### config.mk
export PLATFORM = sky130hd
export DESIGN_NAME = chained_accumulator_alu_unit
export DESIGN_NICKNAME = d
export VERILOG_FILES = /design/src/sv/cau_pkg.sv /design/src/sv/cau_ctrl.sv /design/src/sv/cau_dp.sv /design/src/sv/chained_accumulator_alu_unit.sv
export VERILOG_INCLUDE_DIRS = /design/src /design/src/sv
export SDC_FILE = /design/constraint.sdc
export NUM_CORES = 2
export LEC_CHECK = 0
export BUFFER_PORTS_ARGS = -buffer_cell sky130_fd_sc_hd__buf_2
export CORE_ASPECT_RATIO = 2
export CORE_UTILIZATION = 60
export DETAILED_ROUTE_END_ITERATION = 7
export PLACE_DENSITY = 0.83
export SLEW_MARGIN = 5
export SYNTH_ARGS = -nofsm -noshare
export SYNTH_HDL_FRONTEND = slang
export SYNTH_SLANG_ARGS = --single-unit
export TNS_END_PERCENT = 100
### constraint.sdc
create_clock -name clk -period 27.4 [get_ports clk]
set_input_delay 1.37 -clock clk [delete_from_list [all_inputs] [get_ports clk]]
set_output_delay 1.37 -clock clk [all_outputs]
set_load 0.05 [all_outputs]
### src/sv/assert_macros.svh
// Assertion macros shared by the accumulator ALU RTL.
// No dependencies; included by modules that carry assertions.
`ifndef ASSERT_MACROS_SVH
`define ASSERT_MACROS_SVH

// Checked on every rising edge of clk outside reset.
`define ASSERT_CLK(lbl, prop, msg) \
  lbl: assert property (@(posedge clk) disable iff (rst) prop) else $error(msg);

// Checked on every rising edge of clk, reset included.
`define ASSERT_ALWAYS(lbl, prop, msg) \
  lbl: assert property (@(posedge clk) prop) else $error(msg);

`endif

### src/sv/cau_pkg.sv
// Shared types and constants for the chained accumulator ALU.
// No dependencies; imported by cau_ctrl, cau_dp and the top level.
package cau_pkg;

  localparam int DATA_W    = 64;
  localparam int HALF_W    = DATA_W / 2;
  localparam int DIV_STEPS = DATA_W;
  localparam int CNT_W     = $clog2(DIV_STEPS);

  typedef enum logic [1:0] {
    OP_ADD = 2'd0,
    OP_SUB = 2'd1,
    OP_MUL = 2'd2,
    OP_DIV = 2'd3
  } op_t;

  // Multiply sequence, one 32x32 product per step.
  typedef enum logic [1:0] {
    MUL_LL  = 2'd0,  // lo*lo
    MUL_HL  = 2'd1,  // hi(acc)*lo(b), take lo*lo into the sum
    MUL_LH  = 2'd2,  // lo(acc)*hi(b), add cross term
    MUL_SUM = 2'd3   // add last cross term
  } mul_step_t;

  typedef struct packed {
    logic      load;      // capture input item, set up divider
    logic      mul_en;
    mul_step_t mul_step;
    logic      div_step;  // one restoring divide iteration
    logic      commit;    // write accumulator and output register
  } cmd_t;

  typedef struct packed {
    logic divisor_zero;
  } stat_t;

endpackage

### src/sv/cau_ctrl.sv
// Sequencer for the chained accumulator ALU: item dispatch, multiply and
// divide step counting, output register valid. Uses cau_pkg, assert_macros.svh.
`include "assert_macros.svh"

module cau_ctrl import cau_pkg::*; (
  input  logic  clk,
  input  logic  rst,
  input  logic  in_valid,
  output logic  in_ready,
  input  logic  start_req,
  input  logic  [1:0] opcode,
  output logic  out_valid,
  input  logic  out_ready,
  input  stat_t stat,
  output cmd_t  cmd
);

  typedef enum logic [1:0] {
    S_IDLE,
    S_MUL,
    S_DIV,
    S_COMMIT
  } state_t;

  state_t           state;
  logic [CNT_W-1:0] cnt;
  logic             slot_free;
  logic             in_xfer;

  localparam logic [CNT_W-1:0] DIV_LAST = CNT_W'(DIV_STEPS - 1);

  assign in_ready  = (state == S_IDLE);
  assign in_xfer   = in_valid && in_ready;
  assign slot_free = !out_valid || out_ready;

  always_comb begin
    cmd          = '0;
    cmd.load     = in_xfer;
    cmd.mul_step = mul_step_t'(cnt[1:0]);
    case (state)
      S_MUL:    cmd.mul_en   = 1'b1;
      S_DIV:    cmd.div_step = !stat.divisor_zero;
      S_COMMIT: cmd.commit   = slot_free;
      default:  ;
    endcase
  end

  always_ff @(posedge clk) begin
    if (rst) begin
      state     <= S_IDLE;
      cnt       <= '0;
      out_valid <= 1'b0;
    end else begin
      if (cmd.commit) begin
        out_valid <= 1'b1;
      end else if (out_ready) begin
        out_valid <= 1'b0;
      end
      case (state)
        S_IDLE: begin
          cnt <= '0;
          if (in_xfer) begin
            if (start_req) begin
              state <= S_COMMIT;
            end else begin
              case (op_t'(opcode))
                OP_MUL:  state <= S_MUL;
                OP_DIV:  state <= S_DIV;
                default: state <= S_COMMIT;
              endcase
            end
          end
        end
        S_MUL: begin
          cnt <= cnt + CNT_W'(1);
          if (mul_step_t'(cnt[1:0]) == MUL_SUM) begin
            state <= S_COMMIT;
          end
        end
        S_DIV: begin
          cnt <= cnt + CNT_W'(1);
          if (stat.divisor_zero || cnt == DIV_LAST) begin
            state <= S_COMMIT;
          end
        end
        S_COMMIT: begin
          if (slot_free) begin
            state <= S_IDLE;
          end
        end
        default: state <= S_IDLE;
      endcase
    end
  end

  `ASSERT_CLK(a_commit_slot, cmd.commit |-> (!out_valid || out_ready), "commit into full output")
  `ASSERT_CLK(a_commit_valid, cmd.commit |=> out_valid, "commit did not raise out_valid")
  `ASSERT_CLK(a_one_item, in_xfer |=> !in_ready, "second item taken while busy")
  `ASSERT_ALWAYS(a_rst_idle, rst |=> (in_ready && !out_valid), "reset did not idle block")

endmodule

### src/sv/cau_dp.sv
// Datapath for the chained accumulator ALU: accumulator, shared 32x32
// multiplier, radix-2 restoring divider, output register. Uses cau_pkg.
module cau_dp import cau_pkg::*; (
  input  logic              clk,
  input  logic              rst,
  input  cmd_t              cmd,
  input  logic              start_req,
  input  logic [1:0]        opcode,
  input  logic [DATA_W-1:0] operand,
  output stat_t             stat,
  output logic [DATA_W-1:0] running_value,
  output logic              divide_by_zero
);

  logic [DATA_W-1:0]   acc;
  logic [DATA_W-1:0]   b;
  logic                start_r;
  op_t                 op_r;
  logic [DATA_W-1:0]   den;
  logic [DATA_W-1:0]   quo;
  logic [DATA_W-1:0]   rem;
  logic                neg;
  logic [DATA_W-1:0]   prod;
  logic [DATA_W-1:0]   mul_sum;
  logic [HALF_W-1:0]   mul_a;
  logic [HALF_W-1:0]   mul_b;
  logic [DATA_W-1:0]   rem_shift;
  logic [DATA_W:0]     diff;
  logic [DATA_W-1:0]   result;
  logic                dz;

  function automatic logic [DATA_W-1:0] mag(input logic [DATA_W-1:0] v);
    mag = v[DATA_W-1] ? (~v + DATA_W'(1)) : v;
  endfunction

  assign stat.divisor_zero = (b == '0);

  // operand select for the shared multiplier
  assign mul_a = (cmd.mul_step == MUL_HL) ? acc[DATA_W-1:HALF_W] : acc[HALF_W-1:0];
  assign mul_b = (cmd.mul_step == MUL_LH) ? b[DATA_W-1:HALF_W] : b[HALF_W-1:0];

  // restoring divide: remainder stays below den <= 2^63
  assign rem_shift = {rem[DATA_W-2:0], quo[DATA_W-1]};
  assign diff      = {1'b0, rem_shift} - {1'b0, den};

  always_comb begin
    dz = 1'b0;
    if (start_r) begin
      result = b;
    end else begin
      case (op_r)
        OP_ADD:  result = acc + b;
        OP_SUB:  result = acc - b;
        OP_MUL:  result = mul_sum;
        OP_DIV: begin
          dz     = stat.divisor_zero;
          result = dz ? acc : (neg ? (~quo + DATA_W'(1)) : quo);
        end
        default: result = acc;
      endcase
    end
  end

  always_ff @(posedge clk) begin
    if (rst) begin
      acc <= '0;
    end else if (cmd.commit) begin
      acc <= result;
    end
  end

  always_ff @(posedge clk) begin
    if (cmd.load) begin
      b       <= operand;
      start_r <= start_req;
      op_r    <= op_t'(opcode);
      den     <= mag(operand);
      quo     <= mag(acc);
      rem     <= '0;
      neg     <= acc[DATA_W-1] ^ operand[DATA_W-1];
    end else if (cmd.div_step) begin
      if (!diff[DATA_W]) begin
        rem <= diff[DATA_W-1:0];
        quo <= {quo[DATA_W-2:0], 1'b1};
      end else begin
        rem <= rem_shift;
        quo <= {quo[DATA_W-2:0], 1'b0};
      end
    end
    if (cmd.mul_en) begin
      prod <= {{HALF_W{1'b0}}, mul_a} * {{HALF_W{1'b0}}, mul_b};
      case (cmd.mul_step)
        MUL_LL:  mul_sum <= '0;
        MUL_HL:  mul_sum <= prod;
        default: mul_sum <= mul_sum + {prod[HALF_W-1:0], {HALF_W{1'b0}}};
      endcase
    end
    if (cmd.commit) begin
      running_value  <= result;
      divide_by_zero <= dz;
    end
  end

endmodule

### src/sv/chained_accumulator_alu_unit.sv
// Chained accumulator ALU, top level: controller and datapath wiring.
// Uses cau_pkg, cau_ctrl, cau_dp.
//
// A signed 64-bit accumulator evaluated strictly left to right. Each input
// transfer carries start_req, opcode and operand; a start transfer loads the
// operand, any other applies add, subtract, multiply (low 64 bits) or a
// truncating signed divide to the accumulator. Every input transfer yields
// exactly one output transfer: the accumulator afterwards in running_value,
// with divide_by_zero set when a divide saw a zero operand (the accumulator
// is then left as it was). Overflow, including minimum / -1, wraps.
// One item is in flight at a time. Start, add and subtract go from the input
// transfer straight to the commit state; multiply makes four passes through
// a single 32x32 multiplier; divide runs the radix-2 restoring divider,
// producing one quotient bit per cycle, and a divide by zero goes straight
// from the divide state to commit. The output register lets the next item
// be taken while a result waits for out_ready. Reset is synchronous and
// clears the accumulator to zero.

module chained_accumulator_alu_unit import cau_pkg::*; (
  input  logic                     clk,
  input  logic                     rst,
  // input channel
  input  logic                     in_valid,
  output logic                     in_ready,
  input  logic                     start_req,
  input  logic [1:0]               opcode,
  input  logic signed [DATA_W-1:0] operand,
  // result channel
  output logic                     out_valid,
  input  logic                     out_ready,
  output logic signed [DATA_W-1:0] running_value,
  output logic                     divide_by_zero
);

  cmd_t  cmd;
  stat_t stat;

  // Sequencer: dispatch, multiply/divide step counts, output valid.
  cau_ctrl u_ctrl (
    .clk       (clk),
    .rst       (rst),
    .in_valid  (in_valid),
    .in_ready  (in_ready),
    .start_req (start_req),
    .opcode    (opcode),
    .out_valid (out_valid),
    .out_ready (out_ready),
    .stat      (stat),
    .cmd       (cmd)
  );

  // Accumulator, multiplier, divider and result register.
  cau_dp u_dp (
    .clk            (clk),
    .rst            (rst),
    .cmd            (cmd),
    .start_req      (start_req),
    .opcode         (opcode),
    .operand        (operand),
    .stat           (stat),
    .running_value  (running_value),
    .divide_by_zero (divide_by_zero)
  );

endmodule
==> load_flow_metrics.sql, run 1 <==
INSERT INTO impl_metrics (metric_group, metric, value, unit) VALUES
('placement', 'dpl.hpwl', '237.3', 'mm'),
('logic_synthesis', 'synthCells', '7675', ''),
('cts', 'numCtsBuffers', '46', ''),
('status', 'error_line', '[ERROR GRT-0116] Global routing finished with congestion. Check the congestion regions in the DRC Viewer.', ''),
('grt', 'grt_pass1_vias', '71294', ''),
('grt', 'grt_remaining_overflow', '436', ''),
('cts', 'cts.repair_timing.setup_buffer_count', '0', ''),
('placement', 'gp_congestion', '1.203', ''),
('logic_synthesis', 'synthDistinctLibCells', '88', ''),
('die', 'io-pin-count', '138', ''),
('die', 'die_width', '240.5', 'um'),
('cts', 'clockRootBuffer', 'sky130_fd_sc_hd__clkbuf_16', ''),
('logic_synthesis', 'synth_area_per_cell', '8.893', 'um2'),
('grt', 'grt_first_pass_wirelength', '537.5', 'mm'),
('cts', 'cts-htree-levels', '2', ''),
('logic_synthesis', 'synth.ff_latch_count', '524', ''),
('die', 'chipHeight', '479.0', 'um'),
('placement', 'port_buffers', '137', ''),
('logic_synthesis', 'sequential_element_share_of_the_synthesized_area', '21.06', '%'),
('die', 'number_of_standard_cell_rows_in_the_floorplan', '174', ''),
('status', 'lastStage', 'global routing', ''),
('die', 'initial_utilization', '60.64', '%'),
('logic_synthesis', 'asyncSetResetFlopFracSynth', '0', '%'),
('cts', 'cts.sink_count', '524', ''),
('logic_synthesis', 'ys_dominant_reg_cell', 'sky130_fd_sc_hd__edfxtp_1', ''),
('cts', 'cts_resized', '0', ''),
('grt', 'grt_start_max_net_pins', '95', ''),
('cts', 'cts_hold_buf', '0', ''),
('cts', 'max-clock-path-buffers', '3', ''),
('logic_synthesis', 'netlist_area', '68260', 'um2'),
('logic_synthesis', 'yosys_warnings', '0', ''),
('grt', 'gr-usage-all-layers', '64.48', '%'),
('logic_synthesis', 'synth-edff-count', '388', ''),
('logic_synthesis', 'postSynthNetCount', '9081', ''),
('status', 'status', 'aborted with a tool error', ''),
('placement', 'dpl.cell_count', '9038', '');
metrics by stage:
stage | cell area, um2 | setup slack, ps | utilization [%]
floorplan | 68260 | 18200 | -
global placement | 70650 | 17290 | 62.77
detailed placement | 70650 | 17240 | 62.77
CTS | 72290 | 17180 | 64.23
cells in the mapped netlist, drive strengths merged (161+ instances only):
cell type  instances  area [um2]
clkbuf           388        1456
xor2             207        1813
fa               899       18000
a21oi            374        1872
xnor2            234        2049
inv             1005        3772
nor2             906        3401
a21o             161        1209
edfxtp           388       11650
ha               436        5455
o21ai            381        1907
nand2            862        3236
routing by layer:
layer	GRT usage [%]	GRT overflow
met2	86.16	259
met4	65.07	171
met5	12.12	0
met3	41.62	2
met1	64.57	4
cell families after synthesis:
family,count (synthesis),share of synthesized area (%)
flops,524,21.06
mux,158,2.438
buf+inv,1427,7.855
fa+ha+maj,1335,34.36
compound gates,1439,13.50
xor+xnor,441,5.659
simple gates,2351,15.13
==> inputs of run 2 (changes only) <==
--- a/config.mk
+++ b/config.mk
@@ -7,10 +7,9 @@
 export NUM_CORES = 2
 export LEC_CHECK = 0
 export BUFFER_PORTS_ARGS = -buffer_cell sky130_fd_sc_hd__buf_2
-export CORE_ASPECT_RATIO = 2
-export CORE_UTILIZATION = 60
+export CORE_UTILIZATION = 40
 export DETAILED_ROUTE_END_ITERATION = 7
-export PLACE_DENSITY = 0.83
+export PLACE_DENSITY_LB_ADDON = 0.15
 export SLEW_MARGIN = 5
 export SYNTH_ARGS = -nofsm -noshare
 export SYNTH_HDL_FRONTEND = slang
==> load_flow_metrics.sql, run 2 <==
INSERT INTO impl_metrics (metric_group, metric, value, unit) VALUES
('status', 'status', 'finished, final reports clean', ''),
('drt', 'post-route-drc-count', '0', ''),
('cts', 'numCtsBuffers', '59', ''),
('final_layout', 'final_cell_mix', 'sky130_fd_sc_hd__inv_1 (999), sky130_fd_sc_hd__nor2_1 (900), sky130_fd_sc_hd__fa_1 (899)', ''),
('sta', 'finalSetupViolations', '0', ''),
('pwr', 'p_switching', '3.939', 'mW'),
('logic_synthesis', 'yosys_warnings', '0', ''),
('logic_synthesis', 'netlist_area', '68260', 'um2'),
('cts', 'cts_hold_buf', '0', ''),
('pwr', 'comb_power_share', '66.6', '%'),
('sta', 'min_period_over_period', '40.48', '%'),
('die', 'design.die.area', '172300', 'um2'),
('die', 'io-pin-count', '138', ''),
('critical_path', 'worst-setup-path-type', 'register to register', ''),
('cts', 'max-clock-path-buffers', '3', ''),
('pwr', 'part_of_the_power_in_registers', '21.1', '%'),
('logic_synthesis', 'most_used_standard_cell_by_instance_count_after_synthesis', 'sky130_fd_sc_hd__inv_1', ''),
('sta', 'setup_repair_after_global_routing_missed_its_margin', 'false', ''),
('grt', 'grt_start_max_net_pins', '78', ''),
('sta', 'worst_slew_pin_slew', '1378', 'ps'),
('placement', 'placedInstanceArea', '71680', 'um2'),
('cts', 'cts.sink_count', '524', ''),
('logic_synthesis', 'postSynthNetCount', '9081', ''),
('pwr', 'internal-power', '3.333', 'mW'),
('logic_synthesis', 'largest_cells_by_area_after_synthesis', 'sky130_fd_sc_hd__fa_1 (26%), sky130_fd_sc_hd__edfxtp_1 (17%), sky130_fd_sc_hd__ha_1 (8.0%)', ''),
('sta', 'fin_setup_tns', '0', 'ps'),
('die', 'initial_utilization', '40.28', '%'),
('placement', 'port_buffers', '137', ''),
('logic_synthesis', 'synth_area_per_cell', '8.893', 'um2'),
('pwr', 'power_density', '98.49', 'nW/um2'),
('logic_synthesis', 'synthDistinctLibCells', '88', ''),
('final_layout', 'area_growth_syn_to_layout', '8.179', '%'),
('drt', 'routedWlPerCell', '28.60', 'um'),
('sta', 'postLayoutSetupSlackWorst', '16310', 'ps'),
('final_layout', 'postLayoutCellArea', '73840', 'um2'),
('sta', 'timing.max_slew.rel_slack', '7.437', '%'),
('logic_synthesis', 'synth_largest_type_area_fraction', '26.37', '%'),
('cts', 'cts-htree-levels', '2', ''),
('logic_synthesis', 'ys_dominant_reg_cell', 'sky130_fd_sc_hd__edfxtp_1', ''),
('critical_path', 'crit_path_end_kind', 'register', ''),
('cts', 'clock_latency', '720', 'ps'),
('logic_synthesis', 'post-synth-top-area-cell', 'sky130_fd_sc_hd__fa_1', ''),
('pwr', 'sw_frac_of_total', '54.17', '%'),
('cts', 'cts_tree', 'yes', ''),
('drt', 'routed_wl', '282.9', 'mm'),
('drt', 'detailroute.via_count', '58145', ''),
('grt', 'gr-usage-all-layers', '32.66', '%'),
('die', 'core-area', '169500', 'um2'),
('die', 'die_width', '415.1', 'um'),
('critical_path', 'required', '27860', 'ps'),
('sta', 'timing.final.crit_period', '11090', 'ps'),
('final_layout', 'mostFrequentLayoutCell', 'sky130_fd_sc_hd__inv_1', ''),
('pwr', 'static-leakage-power', '33.29', 'nW'),
('pwr', 'max-vdd-ir-drop', '64.55', 'uV'),
('logic_synthesis', 'synthCells', '7675', ''),
('drt', 'vias_per_cell', '5.879', ''),
('flow_run', 'max_cap_viols', '0', ''),
('sta', 'clock-skew-final', '57.36', 'ps'),
('critical_path', 'timing.critical_path.arrival', '11560', 'ps'),
('die', 'number_of_standard_cell_rows_in_the_floorplan', '151', ''),
('final_layout', 'final_std_cells_w_o_fill', '9891', ''),
('logic_synthesis', 'asyncSetResetFlopFracSynth', '0', '%'),
('die', 'chipHeight', '415.1', 'um'),
('placement', 'dpl.cell_count', '9769', ''),
('drt', 'first_pass_iters', '5', ''),
('sta', 'hold-worst-slack', '485.1', 'ps'),
('cts', 'cts_resized', '0', ''),
('grt', 'grt_remaining_overflow', '0', ''),
('drt', 'drt.antenna.violating_nets', '0', ''),
('sta', 'achievable-frequency', '90.15', 'MHz'),
('cts', 'cts.repair_timing.setup_buffer_count', '0', ''),
('grt', 'grt_first_pass_wirelength', '408.2', 'mm'),
('hold_path', 'type_of_the_most_critical_hold_path', 'register to register', ''),
('critical_path', 'crit_path_max_fanout', '30', ''),
('placement', 'dp_worst_setup_slack', '16440', 'ps'),
('cts', 'path_clk_slew', '70', 'ps'),
('logic_synthesis', 'sequential_element_share_of_the_synthesized_area', '21.06', '%'),
('grt', 'grt_pass1_vias', '57868', ''),
('final_layout', 'num-nets-final', '9018', ''),
('final_layout', 'post_route_cells_drive_above_1_share', '7.818', '%'),
('pwr', 'pwr-share-clk', '12.3', '%'),
('sta', 'final-max-slew-violation-count', '0', ''),
('placement', 'gp_congestion', '1.025', ''),
('placement', 'dpl.hpwl', '219.3', 'mm'),
('cts', 'clockRootBuffer', 'sky130_fd_sc_hd__clkbuf_16', ''),
('logic_synthesis', 'synth_top_cells_by_count', 'sky130_fd_sc_hd__inv_1 (1003), sky130_fd_sc_hd__nor2_1 (906), sky130_fd_sc_hd__fa_1 (899)', ''),
('logic_synthesis', 'synth-edff-count', '388', ''),
('grt', 'antenna_found_initial', '32', ''),
('sta', 'report.final.hold_viol_count', '0', ''),
('critical_path', 'worstSetupStartpointType', 'register', ''),
('drt', 'iter_0_drt_violations', '5659', ''),
('logic_synthesis', 'synth.ff_latch_count', '524', '');
run 2: cell counts after synthesis:
No cell type changed its count.
run 2: worst max-delay path, cell delays in order, from the launching register on:
cell and delay, ps:
sky130_fd_sc_hd__dfxtp_1 500, sky130_fd_sc_hd__ha_2 470, sky130_fd_sc_hd__buf_4 500, sky130_fd_sc_hd__mux2i_2 860, sky130_fd_sc_hd__buf_4 420, sky130_fd_sc_hd__nor2_1 120, sky130_fd_sc_hd__fa_1 500, sky130_fd_sc_hd__fa_1 490
sky130_fd_sc_hd__inv_1 60, sky130_fd_sc_hd__fa_1 460, sky130_fd_sc_hd__fa_1 550, sky130_fd_sc_hd__inv_1 50, sky130_fd_sc_hd__fa_1 540, sky130_fd_sc_hd__fa_1 420, sky130_fd_sc_hd__fa_1 510, sky130_fd_sc_hd__fa_1 430
sky130_fd_sc_hd__ha_1 390, sky130_fd_sc_hd__a21o_1 220, sky130_fd_sc_hd__a21o_1 180, sky130_fd_sc_hd__a21oi_1 290, sky130_fd_sc_hd__o221ai_1 220, sky130_fd_sc_hd__a221o_1 380, sky130_fd_sc_hd__a31oi_1 820, sky130_fd_sc_hd__nor2_1 160
sky130_fd_sc_hd__o41a_1 420, sky130_fd_sc_hd__a221o_1 390, sky130_fd_sc_hd__a221oi_1 320, sky130_fd_sc_hd__xnor2_1 90
run 2: area by class of cell:
type                            instances  area (um2)
Inverter                             1006        3784
Tap cell                             2218        2775
Clock buffer                           71        1583
Timing Repair Buffer                  297        1887
Fill cell                           16644       95630
Multi-Input combinational cell       5724       48860
Clock inverter                         40       546.8
Antenna cell                           11       27.53
Sequential cell                       524       14380
run 2: cells by family (layout without fill, tap and decap cells):
family	count (synthesis)	in the layout	synth area share (%)
xor+xnor	441	441	5.659
mux	158	158	2.438
compound gates	1439	1439	13.50
fa+ha+maj	1335	1335	34.36
flops	524	524	21.06
other cells	0	11	0
buf+inv	1427	1414	7.855
simple gates	2351	2351	15.13
run 2: per-stage QoR:
stage	util [%]	total power, mW
after global placement	42.30	6.302
after global routing	43.56	7.710
after floorplan	-	4.450
final	43.57	7.272
after CTS	43.55	7.241
after detailed placement	42.30	6.294
run 2: power groups by stage:
stage | clock network (mW) | logic [mW] | registers (mW)
3_5_place_dp | 0 | 4.76 | 1.53
3_3_place_gp | 0 | 4.77 | 1.53
4_1_cts | 0.910 | 4.81 | 1.52
5_1_grt | 0.936 | 5.23 | 1.54
6_report | 0.896 | 4.84 | 1.54
2_1_floorplan | 0 | 3.04 | 1.41
run 2: path summary, 6_finish.rpt:
path              endpoint  cells past startpoint          start  slack, ps
max          u_dp.prod[63]                     27  u_ctrl.cnt[0]      16310
min            u_dp.rem[7]                      2    u_dp.rem[7]        490
max reg2reg  u_dp.prod[63]                     27  u_ctrl.cnt[0]      16310
min reg2reg    u_dp.rem[7]                      2    u_dp.rem[7]        490
run 2: per-layer routing:
layer	vias up	global-route usage, %	share of wire [%]
li1	25281	-	-
met1	29561	42.15	40
met2	2628	51.54	45
met3	665	6.010	8.2
met4	10	18.38	6.8
met5	-	0	0.024
(Power assumes the default switching activity.)
